[config.mk]
export PLATFORM = sky130hd
export DESIGN_NAME = color_marker_centroid
export DESIGN_NICKNAME = d
export VERILOG_FILES = /design/src/rtl/core/cmc_pkg.sv /design/src/rtl/core/cmc_classify.sv /design/src/rtl/core/cmc_divider.sv /design/src/rtl/core/color_marker_centroid.sv
export SDC_FILE = /design/constraint.sdc
export NUM_CORES = 1
export LEC_CHECK = 0
export BUFFER_PORTS_ARGS = -buffer_cell sky130_fd_sc_hd__buf_2
export CORE_MARGIN = 2
export CORE_UTILIZATION = 60
export CTS_BUF_LIST = sky130_fd_sc_hd__clkbuf_4
export DETAILED_ROUTE_END_ITERATION = 6
export PLACE_DENSITY = 0.86
export SLEW_MARGIN = 10
export SYNTH_ARGS = -nofsm -noshare
export SYNTH_HDL_FRONTEND = slang
export SYNTH_HIERARCHICAL = 1
export SYNTH_SLANG_ARGS = --single-unit
[constraint.sdc]
create_clock -name clk -period 6.81 [get_ports clk]
set_input_delay 0.3405 -clock clk [delete_from_list [all_inputs] [get_ports clk]]
set_output_delay 0.3405 -clock clk [all_outputs]
set_load 0.05 [all_outputs]
[src/rtl/core/cmc_pkg.sv]
// Package: widths, register indexes, class codes and divider interface types.
`default_nettype none
package cmc_pkg;

	localparam int unsigned NUM_MARKERS  = 3;
	localparam int unsigned CH_W         = 8;
	localparam int unsigned COLOR_W      = 3 * CH_W;
	localparam int unsigned TOL_W        = 8;
	localparam int unsigned COORD_W      = 10;
	localparam int unsigned SUM_W        = 30;
	localparam int unsigned CNT_W        = 21;
	localparam int unsigned CLS_W        = 2;
	localparam int unsigned ADDR_W       = 2;
	localparam int unsigned FRAME_WIDTH  = 1024;
	localparam int unsigned FRAME_HEIGHT = 1024;

	localparam int unsigned NUM_JOBS  = 2 * NUM_MARKERS;
	localparam int unsigned JOB_W     = $clog2(NUM_JOBS);
	localparam int unsigned DIV_STEPS = SUM_W;
	localparam int unsigned STEP_W    = $clog2(DIV_STEPS);

	localparam logic [ADDR_W-1:0] REG_MARKER1 = 2'd0;
	localparam logic [ADDR_W-1:0] REG_MARKER2 = 2'd1;
	localparam logic [ADDR_W-1:0] REG_MARKER3 = 2'd2;
	localparam logic [ADDR_W-1:0] REG_TOL     = 2'd3;

	localparam logic [COLOR_W-1:0] MARKER1_RST = 24'hFF0000;
	localparam logic [COLOR_W-1:0] MARKER2_RST = 24'h00FF00;
	localparam logic [COLOR_W-1:0] MARKER3_RST = 24'h0000FF;
	localparam logic [TOL_W-1:0]   TOL_RST     = 8'd20;

	localparam logic [CLS_W-1:0] CLS_NONE = 2'd0;

	typedef struct packed {
		logic             start;
		logic [SUM_W-1:0] dividend;
		logic [CNT_W-1:0] divisor;
	} div_req_t;

	typedef struct packed {
		logic               done;
		logic [COORD_W-1:0] quot;
	} div_rsp_t;

	function automatic logic chan_close(input logic [CH_W-1:0] a, input logic [CH_W-1:0] b,
		input logic [TOL_W-1:0] tol);
		logic [CH_W-1:0] d;
		d = (a > b) ? (a - b) : (b - a);
		return d < tol;
	endfunction

	function automatic logic color_close(input logic [COLOR_W-1:0] ref_c,
		input logic [CH_W-1:0] r, input logic [CH_W-1:0] g, input logic [CH_W-1:0] b,
		input logic [TOL_W-1:0] tol);
		return chan_close(ref_c[3*CH_W-1:2*CH_W], r, tol)
			&& chan_close(ref_c[2*CH_W-1:CH_W], g, tol)
			&& chan_close(ref_c[CH_W-1:0], b, tol);
	endfunction

endpackage
`default_nettype wire

[src/rtl/core/cmc_classify.sv]
// Priority classifier of one pixel against the three marker colors.
`default_nettype none
module cmc_classify import cmc_pkg::*; (
	input  wire logic [NUM_MARKERS-1:0][COLOR_W-1:0] colors,
	input  wire logic [TOL_W-1:0]                    tol,
	input  wire logic [CH_W-1:0]                     r,
	input  wire logic [CH_W-1:0]                     g,
	input  wire logic [CH_W-1:0]                     b,
	input  wire logic                                in_frame,
	output logic      [CLS_W-1:0]                    cls
);

	always_comb begin
		cls = CLS_NONE;
		if (in_frame) begin
			for (int k = NUM_MARKERS - 1; k >= 0; k--) begin
				if (color_close(colors[k], r, g, b, tol)) begin
					cls = CLS_W'(k + 1);
				end
			end
		end
	end

endmodule
`default_nettype wire

[src/rtl/core/cmc_divider.sv]
// Bit-serial restoring divider, one quotient bit per cycle.
`default_nettype none
module cmc_divider import cmc_pkg::*; (
	input  wire logic     clk,
	input  wire logic     arst_n,
	input  wire div_req_t req,
	output div_rsp_t      rsp
);

	logic              busy_q;
	logic              done_q;
	logic [STEP_W-1:0] step_q;
	logic [CNT_W-1:0]  rem_q;
	logic [SUM_W-1:0]  quo_q;
	logic [CNT_W-1:0]  dvs_q;
	logic [CNT_W:0]    trial;
	logic [CNT_W-1:0]  diff;
	logic              ge;

	assign trial = {rem_q, quo_q[SUM_W-1]};
	assign ge    = trial >= {1'b0, dvs_q};
	assign diff  = trial[CNT_W-1:0] - dvs_q;

	always_ff @(posedge clk or negedge arst_n) begin
		if (!arst_n) begin
			busy_q <= 1'b0;
			done_q <= 1'b0;
			step_q <= '0;
		end else begin
			done_q <= 1'b0;
			if (req.start) begin
				busy_q <= 1'b1;
				step_q <= '0;
			end else if (busy_q) begin
				step_q <= step_q + 1'b1;
				if (step_q == STEP_W'(DIV_STEPS - 1)) begin
					busy_q <= 1'b0;
					done_q <= 1'b1;
				end
			end
		end
	end

	always_ff @(posedge clk) begin
		if (req.start) begin
			rem_q <= '0;
			quo_q <= req.dividend;
			dvs_q <= req.divisor;
		end else if (busy_q) begin
			rem_q <= ge ? diff : trial[CNT_W-1:0];
			quo_q <= {quo_q[SUM_W-2:0], ge};
		end
	end

	assign rsp.done = done_q;
	assign rsp.quot = quo_q[COORD_W-1:0];

endmodule
`default_nettype wire

[src/rtl/core/color_marker_centroid.sv]
// Top level: color marker classifier with per-frame centroid computation.
// Usage:
//   Pixels enter on the in_valid/in_ready channel with column, row and last_pixel.
//   Every pixel gives exactly one transaction on out_valid/out_ready: its marker
//   class, and on the frame's last pixel also frame_done and the three centroids.
//   An ordinary pixel is classified and accumulated in the cycle it is accepted;
//   its result shows the next cycle, so one pixel per cycle flows while the
//   receiver keeps out_ready high.
//   The last pixel of a frame starts six divisions (x and y per marker) on one
//   shared bit-serial divider of 30 steps, launched one after another; the
//   frame result appears after the last of them is done.
//   in_ready is low until then.
//   A result held by a stalled receiver stays in the output register; a new
//   pixel is accepted only in the cycle that register is free or being taken.
//   Reset restores the marker colors and tolerance, clears all sums and counts
//   and empties the output register. Configuration writes take effect at once
//   and must happen only while the block is idle.
`default_nettype none
module color_marker_centroid import cmc_pkg::*; (
	input  wire logic               clk,
	input  wire logic               arst_n,
	input  wire logic               cfg_wr_en,
	input  wire logic [ADDR_W-1:0]  cfg_addr,
	input  wire logic [COLOR_W-1:0] cfg_wdata,
	input  wire logic               in_valid,
	output logic                    in_ready,
	input  wire logic [CH_W-1:0]    pixel_red,
	input  wire logic [CH_W-1:0]    pixel_green,
	input  wire logic [CH_W-1:0]    pixel_blue,
	input  wire logic [COORD_W-1:0] column,
	input  wire logic [COORD_W-1:0] row,
	input  wire logic               last_pixel,
	output logic                    out_valid,
	input  wire logic               out_ready,
	output logic [CLS_W-1:0]        marker_class,
	output logic                    frame_done,
	output logic                    first_found,
	output logic [COORD_W-1:0]      first_x,
	output logic [COORD_W-1:0]      first_y,
	output logic                    second_found,
	output logic [COORD_W-1:0]      second_x,
	output logic [COORD_W-1:0]      second_y,
	output logic                    third_found,
	output logic [COORD_W-1:0]      third_x,
	output logic [COORD_W-1:0]      third_y
);

	typedef enum logic [2:0] {
		ST_IDLE   = 3'b001,
		ST_LAUNCH = 3'b010,
		ST_WAIT   = 3'b100
	} state_t;

	localparam logic [JOB_W-1:0] JOB_LAST = JOB_W'(NUM_JOBS - 1);

	state_t st_q;
	logic [JOB_W-1:0] jb_q;

	logic [NUM_MARKERS-1:0][COLOR_W-1:0] color_q;
	logic [TOL_W-1:0] tol_q;

	logic [SUM_W-1:0] col_sum_q [NUM_MARKERS];
	logic [SUM_W-1:0] row_sum_q [NUM_MARKERS];
	logic [CNT_W-1:0] cnt_q     [NUM_MARKERS];

	logic [COORD_W-1:0] res_q [NUM_JOBS];

	logic               out_valid_q;
	logic [CLS_W-1:0]   cls_q;
	logic               done_q;
	logic [NUM_MARKERS-1:0] found_q;
	logic [COORD_W-1:0] x_q [NUM_MARKERS];
	logic [COORD_W-1:0] y_q [NUM_MARKERS];

	logic             in_frame;
	logic [CLS_W-1:0] cls;
	logic             in_acc;
	logic             out_acc;
	logic             finish;
	div_req_t         div_req;
	div_rsp_t         div_rsp;

	assign in_frame = (32'(column) < FRAME_WIDTH) && (32'(row) < FRAME_HEIGHT);
	assign in_ready = (st_q == ST_IDLE) && (!out_valid_q || out_ready);
	assign in_acc   = in_valid && in_ready;
	assign out_acc  = out_valid_q && out_ready;
	assign finish   = (st_q == ST_WAIT) && div_rsp.done && (jb_q == JOB_LAST);

	cmc_classify u_classify (
		.colors   (color_q),
		.tol      (tol_q),
		.r        (pixel_red),
		.g        (pixel_green),
		.b        (pixel_blue),
		.in_frame (in_frame),
		.cls      (cls)
	);

	assign div_req.start    = (st_q == ST_LAUNCH);
	assign div_req.dividend = jb_q[0] ? row_sum_q[jb_q[JOB_W-1:1]] : col_sum_q[jb_q[JOB_W-1:1]];
	assign div_req.divisor  = cnt_q[jb_q[JOB_W-1:1]];

	cmc_divider u_divider (
		.clk    (clk),
		.arst_n (arst_n),
		.req    (div_req),
		.rsp    (div_rsp)
	);

	always_ff @(posedge clk or negedge arst_n) begin
		if (!arst_n) begin
			color_q[0] <= MARKER1_RST;
			color_q[1] <= MARKER2_RST;
			color_q[2] <= MARKER3_RST;
			tol_q      <= TOL_RST;
		end else if (cfg_wr_en) begin
			case (cfg_addr)
				REG_MARKER1: color_q[0] <= cfg_wdata;
				REG_MARKER2: color_q[1] <= cfg_wdata;
				REG_MARKER3: color_q[2] <= cfg_wdata;
				REG_TOL:     tol_q      <= cfg_wdata[TOL_W-1:0];
				default:     ;
			endcase
		end
	end

	always_ff @(posedge clk or negedge arst_n) begin
		if (!arst_n) begin
			for (int k = 0; k < NUM_MARKERS; k++) begin
				col_sum_q[k] <= '0;
				row_sum_q[k] <= '0;
				cnt_q[k]     <= '0;
			end
		end else if (finish) begin
			for (int k = 0; k < NUM_MARKERS; k++) begin
				col_sum_q[k] <= '0;
				row_sum_q[k] <= '0;
				cnt_q[k]     <= '0;
			end
		end else if (in_acc) begin
			for (int k = 0; k < NUM_MARKERS; k++) begin
				if (cls == CLS_W'(k + 1)) begin
					col_sum_q[k] <= col_sum_q[k] + SUM_W'(column);
					row_sum_q[k] <= row_sum_q[k] + SUM_W'(row);
					cnt_q[k]     <= cnt_q[k] + 1'b1;
				end
			end
		end
	end

	always_ff @(posedge clk or negedge arst_n) begin
		if (!arst_n) begin
			st_q <= ST_IDLE;
			jb_q <= '0;
		end else begin
			case (st_q)
				ST_IDLE: begin
					if (in_acc && last_pixel) begin
						st_q <= ST_LAUNCH;
						jb_q <= '0;
					end
				end
				ST_LAUNCH: st_q <= ST_WAIT;
				ST_WAIT: begin
					if (div_rsp.done) begin
						if (jb_q == JOB_LAST) begin
							st_q <= ST_IDLE;
						end else begin
							st_q <= ST_LAUNCH;
							jb_q <= jb_q + 1'b1;
						end
					end
				end
				default: st_q <= ST_IDLE;
			endcase
		end
	end

	always_ff @(posedge clk) begin
		if (st_q == ST_WAIT && div_rsp.done) begin
			res_q[jb_q] <= div_rsp.quot;
		end
	end

	always_ff @(posedge clk or negedge arst_n) begin
		if (!arst_n) begin
			out_valid_q <= 1'b0;
		end else if (finish || (in_acc && !last_pixel)) begin
			out_valid_q <= 1'b1;
		end else if (out_acc) begin
			out_valid_q <= 1'b0;
		end
	end

	always_ff @(posedge clk) begin
		if (in_acc) begin
			cls_q   <= cls;
			done_q  <= 1'b0;
			found_q <= '0;
			for (int k = 0; k < NUM_MARKERS; k++) begin
				x_q[k] <= '0;
				y_q[k] <= '0;
			end
		end else if (finish) begin
			done_q <= 1'b1;
			for (int k = 0; k < NUM_MARKERS; k++) begin
				found_q[k] <= (cnt_q[k] != '0);
				if (k == NUM_MARKERS - 1) begin
					x_q[k] <= (cnt_q[k] != '0) ? res_q[2 * k] : '0;
					y_q[k] <= (cnt_q[k] != '0) ? div_rsp.quot : '0;
				end else begin
					x_q[k] <= (cnt_q[k] != '0) ? res_q[2 * k] : '0;
					y_q[k] <= (cnt_q[k] != '0) ? res_q[2 * k + 1] : '0;
				end
			end
		end
	end

	assign out_valid    = out_valid_q;
	assign marker_class = cls_q;
	assign frame_done   = done_q;
	assign first_found  = found_q[0];
	assign first_x      = x_q[0];
	assign first_y      = y_q[0];
	assign second_found = found_q[1];
	assign second_x     = x_q[1];
	assign second_y     = y_q[1];
	assign third_found  = found_q[2];
	assign third_x      = x_q[2];
	assign third_y      = y_q[2];

`ifndef SYNTHESIS
	a_last_starts_div: assert property (@(posedge clk) disable iff (!arst_n)
		(in_valid && in_ready && last_pixel) |=> (st_q == ST_LAUNCH && !out_valid))
		else $error("last pixel did not start centroid divisions");

	a_finish_result: assert property (@(posedge clk) disable iff (!arst_n)
		finish |=> (st_q == ST_IDLE && out_valid && frame_done && cnt_q[0] == '0
			&& cnt_q[1] == '0 && cnt_q[2] == '0))
		else $error("frame result or accumulator clear missing");

	a_no_found_midframe: assert property (@(posedge clk) disable iff (!arst_n)
		(out_valid && !frame_done) |-> !(first_found || second_found || third_found))
		else $error("found flag outside frame end");

	a_not_found_zero: assert property (@(posedge clk) disable iff (!arst_n)
		(out_valid && !second_found) |-> (second_x == '0 && second_y == '0))
		else $error("centroid nonzero for absent marker");
`endif

endmodule
`default_nettype wire
**Yosys cells after proc, flatten, opt, wreduce, memory -nomap -nowiden**

Memories as Yosys holds them, arrays and structs flattened.
Index checks and enable logic that the tools add are counted.

- Register bits: 415
- RAM bits: 120
- Input port bits: 76
- Output and inout port bits: 68
- Logic and storage cells: 213
- Memories kept: 3

- Add/sub/neg operators: 30
- Magnitude comparators: 20
- Equality and inequality tests: 14
- Mux-type cells: 77
- Bitwise gates (word level): 7
- Reductions and logical operators: 37

Memory list:

| memory | words | width | rd ports | clocked after memory_dff | wr ports | RTL line | RTL |
|---|---|---|---|---|---|---|---|
| res_q | 6 | 10 | 5 | 0 | 1 | color_marker_centroid.sv:66 | `logic [COORD_W-1:0] res_q [NUM_JOBS];` |
| x_q | 3 | 10 | 3 | 0 | 3 | color_marker_centroid.sv:72 | `logic [COORD_W-1:0] x_q [NUM_MARKERS];` |
| y_q | 3 | 10 | 3 | 0 | 3 | color_marker_centroid.sv:73 | `logic [COORD_W-1:0] y_q [NUM_MARKERS];` |

Operators by type and width:

| cell | number |
|---|---|
| two-way mux 30 bit | 13 |
| two-way mux 90 bit | 4 |
| adder 30 x 10 -> 30 bit | 6 |
| subtractor 8 bit | 18 |
| two-way mux 21 bit | 6 |
| two-way mux 63 bit | 2 |
| binary-select mux 30 bit (select 2 bit) | 2 |
| two-way mux 10 bit | 12 |
| > comparator 8 bit | 9 |
| less-than comparator 8 bit | 9 |
| two-way mux 8 bit | 9 |
| adder 21 x 1 -> 21 bit, second input constant | 3 |
| nonzero test 21 bit | 3 |
| binary-select mux 21 bit (select 2 bit) | 1 |
| greater-or-equal comparator 22 x 21 -> 1 bit | 1 |
| subtractor 21 bit | 1 |
| AND reduction 2 bit | 8 |
| two-way mux 1 bit | 15 |
| two-way mux 3 bit | 5 |
| nonzero test 2 bit | 7 |
| logical AND 1 bit | 13 |
| two-way mux 5 bit | 2 |
| one-hot mux 3 bit (3 select lines) | 1 |
| equality test 2 bit, second input constant | 4 |
| 18 further kinds | 31 |

**Logic depth before layout (Yosys ltp)**

- Depth after elaboration: 12
- Mapped depth: 25

**By module**

The synthesis kept the hierarchy.

By module, submodules not included:

| module | instances | cells each | area an instance (sq um) | seq. area each (sq um) |
|---|---|---|---|---|
| color_marker_centroid | 1 | 2264 | 23482.5 | 11735.0 |
| cmc_classify | 1 | 879 | 7033.0 | 0.0 |
| cmc_divider | 1 | 401 | 4401.7 | 2127.0 |

**Least setup slack after synthesis**

No wires, ideal clock.

- Kind: register to register
- From: register color_q[56] (netlist name)
- To: register col_sum_q[55] (netlist name)
- Library setup time: 78 ps
- Arrival time: 5453 ps
- Required time: 6732 ps
- Setup slack: 1279 ps
- Cell stages (with the launch flop): 25
- Buffers on the path: 2
- Clock period less this slack: 5531 ps
- Cell sequence: dfrtp_1 inv_1 ha_1 inv_1 fa_1 nand3_1 a21oi_1 o32ai_4 mux2_2 a221oi_2 xnor2_1 ha_1 nand3_1 nand3_1 or3_1 nor4_1 o211a_1 and4bb_2 and3_1 buf_2 o2111ai_2 or4_1 buf_2 or3_1 a21oi_1

- Cells in the longest elaborated chain, start to end: 11
- Elaborated cells on any way between the ends: 13

RTL lines:

| what | RTL line | RTL |
|---|---|---|
| from (decl) | color_marker_centroid.sv:59 | `logic [NUM_MARKERS-1:0][COLOR_W-1:0] color_q;` |
| subtractor 8 bit or > comparator 8 bit (tied branches) | cmc_pkg.sv:48 | `d = (a > b) ? (a - b) : (b - a);` |
| two-way mux 8 bit (*) | cmc_pkg.sv:48 |  |
| less-than comparator 8 bit (*) | cmc_pkg.sv:49 | `return d < tol;` |
| logical AND 1 bit (*) | cmc_pkg.sv:56 | `&& chan_close(ref_c[2*CH_W-1:CH_W], g, tol)` |
| logical AND 1 bit (*) | cmc_pkg.sv:57 | `&& chan_close(ref_c[CH_W-1:0], b, tol);` |
| two-way mux 2 bit (*) (3 in a row) | cmc_classify.sv:17 | `if (color_close(colors[k], r, g, b, tol)) begin` |
| via cls[1] | color_marker_centroid.sv:76 | `logic [CLS_W-1:0] cls;` |
| equality test 2 bit (*) | color_marker_centroid.sv:142 | `if (cls == CLS_W'(k + 1)) begin` |
| nonzero test 2 bit (no source line) (*) | - |  |
| AND reduction 2 bit (no source line) (*) | - |  |
| to (signal, indexed assignment) | color_marker_centroid.sv:143 | `col_sum_q[k] <= col_sum_q[k] + SUM_W'(column);` |
| to (decl) | color_marker_centroid.sv:62 | `logic [SUM_W-1:0] col_sum_q [NUM_MARKERS];` |

The timed path passes the listed nets; every way through them passes the cells marked *.
A chain may end at the register's enable or synchronous reset.

**Final worst setup path**

- From: register color_q[68] (netlist name)
- To: register row_sum_q[33] (netlist name)

- Cells in the longest elaborated chain, start to end: 11
- Elaborated cells on any way between the ends: 13

RTL lines:

| what | RTL line | RTL |
|---|---|---|
| subtractor 8 bit or > comparator 8 bit (tied branches) | cmc_pkg.sv:48 |  |
| two-way mux 8 bit (*) | cmc_pkg.sv:48 |  |
| less-than comparator 8 bit (*) | cmc_pkg.sv:49 |  |
| logical AND 1 bit (*) | cmc_pkg.sv:56 |  |
| logical AND 1 bit (*) | cmc_pkg.sv:57 |  |
| two-way mux 2 bit (*) (3 in a row) | cmc_classify.sv:17 |  |
| via cls[0] | color_marker_centroid.sv:76 |  |
| equality test 2 bit (*) | color_marker_centroid.sv:142 |  |
| nonzero test 2 bit (no source line) (*) | - |  |
| AND reduction 2 bit (no source line) (*) | - |  |
| to (signal, indexed assignment) | color_marker_centroid.sv:144 | `row_sum_q[k] <= row_sum_q[k] + SUM_W'(row);` |
| to (decl) | color_marker_centroid.sv:63 | `logic [SUM_W-1:0] row_sum_q [NUM_MARKERS];` |

Marked as above.

==> impl_metrics.toml <==
[critical_path]
required_ps = 7780
critPathKind = "flip-flop to flip-flop"
worstReg2RegStart = "color_q[68]"
r2r.worst_path.cells = 24
critPathMaxFanout = 18
cp-start-kind = "flip-flop"
end_kind = "flip-flop"
crit_start = "color_q[68]"
cp_data_arrival_time_ps = 7390

[route]
drtIter0Drc = 2669
routedWlPerCell_um = 19.3
vias_per_cell = 6.19
wirelength_mm = 90.2
ant_nets = 0
via_count = 28900
drtPass1Iterations = 5
drc_errors = 0

[final_layout]
final_common_cell = "dfrtp_1"
final_nets = 4174
layout_common_cells = "dfrtp_1 (307), ha_1 (289), nor2_1 (259)"
area_delta_synth_final_pct = 11.4
final_util_pct = 67.6
fin_cells = 4667
final_layout_size_suffix_gt1_share_pct = 16.6

[yosys]
synthArstFlopShare_pct = 64.2
yosys_warnings = 6
yosysTopAreaCell = "dfrtp_1"
syn_area_per_cell_sq_um = 9.85
synth_top_area_share_pct = 22.2
syn_inst = 3544
synth-edff-count = 163
ys.flop_type = "dfrtp_1"
ys_seq_area_share_pct = 39.7
ys_types = 88
ys_ff_latch = 525
netlist_area_sq_um = 34900
synth.area.top_cells = "dfrtp_1 (22%), edfxtp_1 (14%), ha_1 (10%), mux2_2 (4.5%), mux2i_1 (3.9%)"

[die]
die_h_um = 245
rows = 88
ios = 144
start_util_pct = 60.6
dieArea_sq_um = 60100
die_x_um = 245
core_area_sq_um = 57600

[sta]
period_needed_ps = 6420
max-slew-margin-rel_pct = 17.5
fin_crit_sh_pct = 94.3
drv_slew = 0
clock_skew_ps = 80.0
setup_viol = 0
finalHoldViolCount = 0
tightestPinTransition_ps = 1230
grt_setup_unrepaired = "false"
tns_ps = 0
hold_ws_ps = 2.46
fmax_mhz = 156

[grt]
grt.total_usage_pct = 30.0
antenna_found_initial = 3
grt-ovfl-total = 0
grt_pass1_wl_mm = 145
grt_max_degree = 169
grt_pass1_vias = 28400

[placed_design]
place_inst = 4343
hpwl_mm = 63.0
port_buffers = 143
place_congestion = 0.935

[cts]
cts_buffers = 142
cts_root_buffer = "clkbuf_4"
cts_sinks = 525
clk_pin_slew_ps = 70
clk_latency_ps = 1030
htreeDepth = 4
tritoncts = "done"
max-clock-path-buffers = 3

[flow_run]
cap_violations = 0

[pwr]
powerDensity_nw_per_um2 = 319
peakVddDrop_v = 0.000202
p_leak_nw = 16.7

[outcome]
status = "finished clean"

[min_path]
hp-class = "input port to async pin"
[cells by family (layout without fill, tap and decap cells)]
family | Yosys count | after routing | synth area share (%)
xor+xnor | 204 | 204 | 5.12
flops | 525 | 525 | 39.7
buf+inv | 347 | 697 | 3.98
simple gates | 1057 | 1057 | 15.3
fa+ha+maj | 314 | 314 | 11.8
compound gates | 821 | 821 | 15.7
other cells | 1 | 9 | 0.0107
mux | 275 | 275 | 8.38
[synth_stat cells (all sizes together), types with 29 or more instances]
cell / count
a211oi: 79
a21o: 35
a21oi: 214
and2: 80
and3: 44
buf: 48
clkbuf: 110
dfrtp: 310
edfxtp: 163
ha: 289
inv: 189
mux2: 139
mux2i: 136
nand2: 240
nand2b: 37
nand3: 78
nand4: 68
nor2: 264
nor3: 46
nor4: 29
o21a: 37
o21ai: 204
o31ai: 38
or3: 53
xnor2: 126
xor2: 78
[through the flow]
stage | power (W) | area (sq um) | worst slack (ps)
2_1_floorplan | 0.00802 | 34900 | 1280
3_3_place_gp | 0.00911 | 36400 | 550
3_5_place_dp | 0.00931 | 36400 | 299
4_1_cts | 0.0124 | 38900 | 349
5_1_grt | 0.0132 | 38900 | 1.84
6_report | 0.0124 | 38900 | 389
[cell type report]
cell class	count	area, sq um
clock buffers	216	1620
inverters	189	709
fillers	4279	18700
repair buffers	252	1740
clock inverters	40	262
flip-flops and latches	525	13900
multi-input cells	2674	19700
diodes	6	15.0
well taps	765	957
[layer usage]
| layer | up-vias | track usage, % | routed length (um) |
|---|---|---|---|
| met5 | - | 0 | 0 |
| met4 | 0 | 14.6 | 3920 |
| met3 | 272 | 6.54 | 6070 |
| met2 | 1158 | 48.7 | 42900 |
| met1 | 13900 | 38.0 | 37300 |
| li1 | 13500 | - | - |
[registers in the layout (all words and copies together) (netlist names), 8 cells and up]
name / flops
col_sum_q: 90
res_q: 50
x_q: 30
row_sum_q: 90
u_divider/quo_q: 30
u_divider/rem_q: 21
cnt_q: 63
tol_q: 8
u_divider/dvs_q: 21
y_q: 30
color_q: 72
[power breakdown]
group	internal, W	switching [W]
combinational	0.00215	0.00298
sequential	0.00388	0.000482
clock	0.00154	0.00140
[worst max-delay path, cell delays in order, from the launching register on]
cell and delay (ps):
dfrtp_1 390, inv_1 70, ha_1 490, nand4_1 210, or2_2 370, o21ai_2 160, buf_4 220, mux2i_1 190
a21oi_1 100, xnor2_1 240, ha_1 320, a222oi_1 320, nand2_1 90, or3_1 330, nor4_2 430, nand2_1 100
o22ai_1 340, and4bb_2 300, and3_1 300, buf_4 280, nor2_2 130, buf_4 290, nand2_1 90, o21ai_0 80
dlygate4sd3_1 560
[path summary, 6_finish.rpt]
check	to	slack [ps]
worst max-delay path	row_sum_q[33]	390
worst min-delay path	color_q[58]	2
worst max register to register	row_sum_q[33]	390
worst min register to register	found_q[2]	480
max in group asynchronous	col_sum_q[6]	5250
min in group clk	marker_class[0]	110
[repair_timing]
item | in CTS | in global routing
buffers inserted | 0 | 0
gates resized for setup | 0 | 1
hold endpoints to repair | 264 | 0
setup endpoints to repair | 0 | 1
hold buffers | 62 | 0
Note: power is estimated with default switching activity, not from simulation.
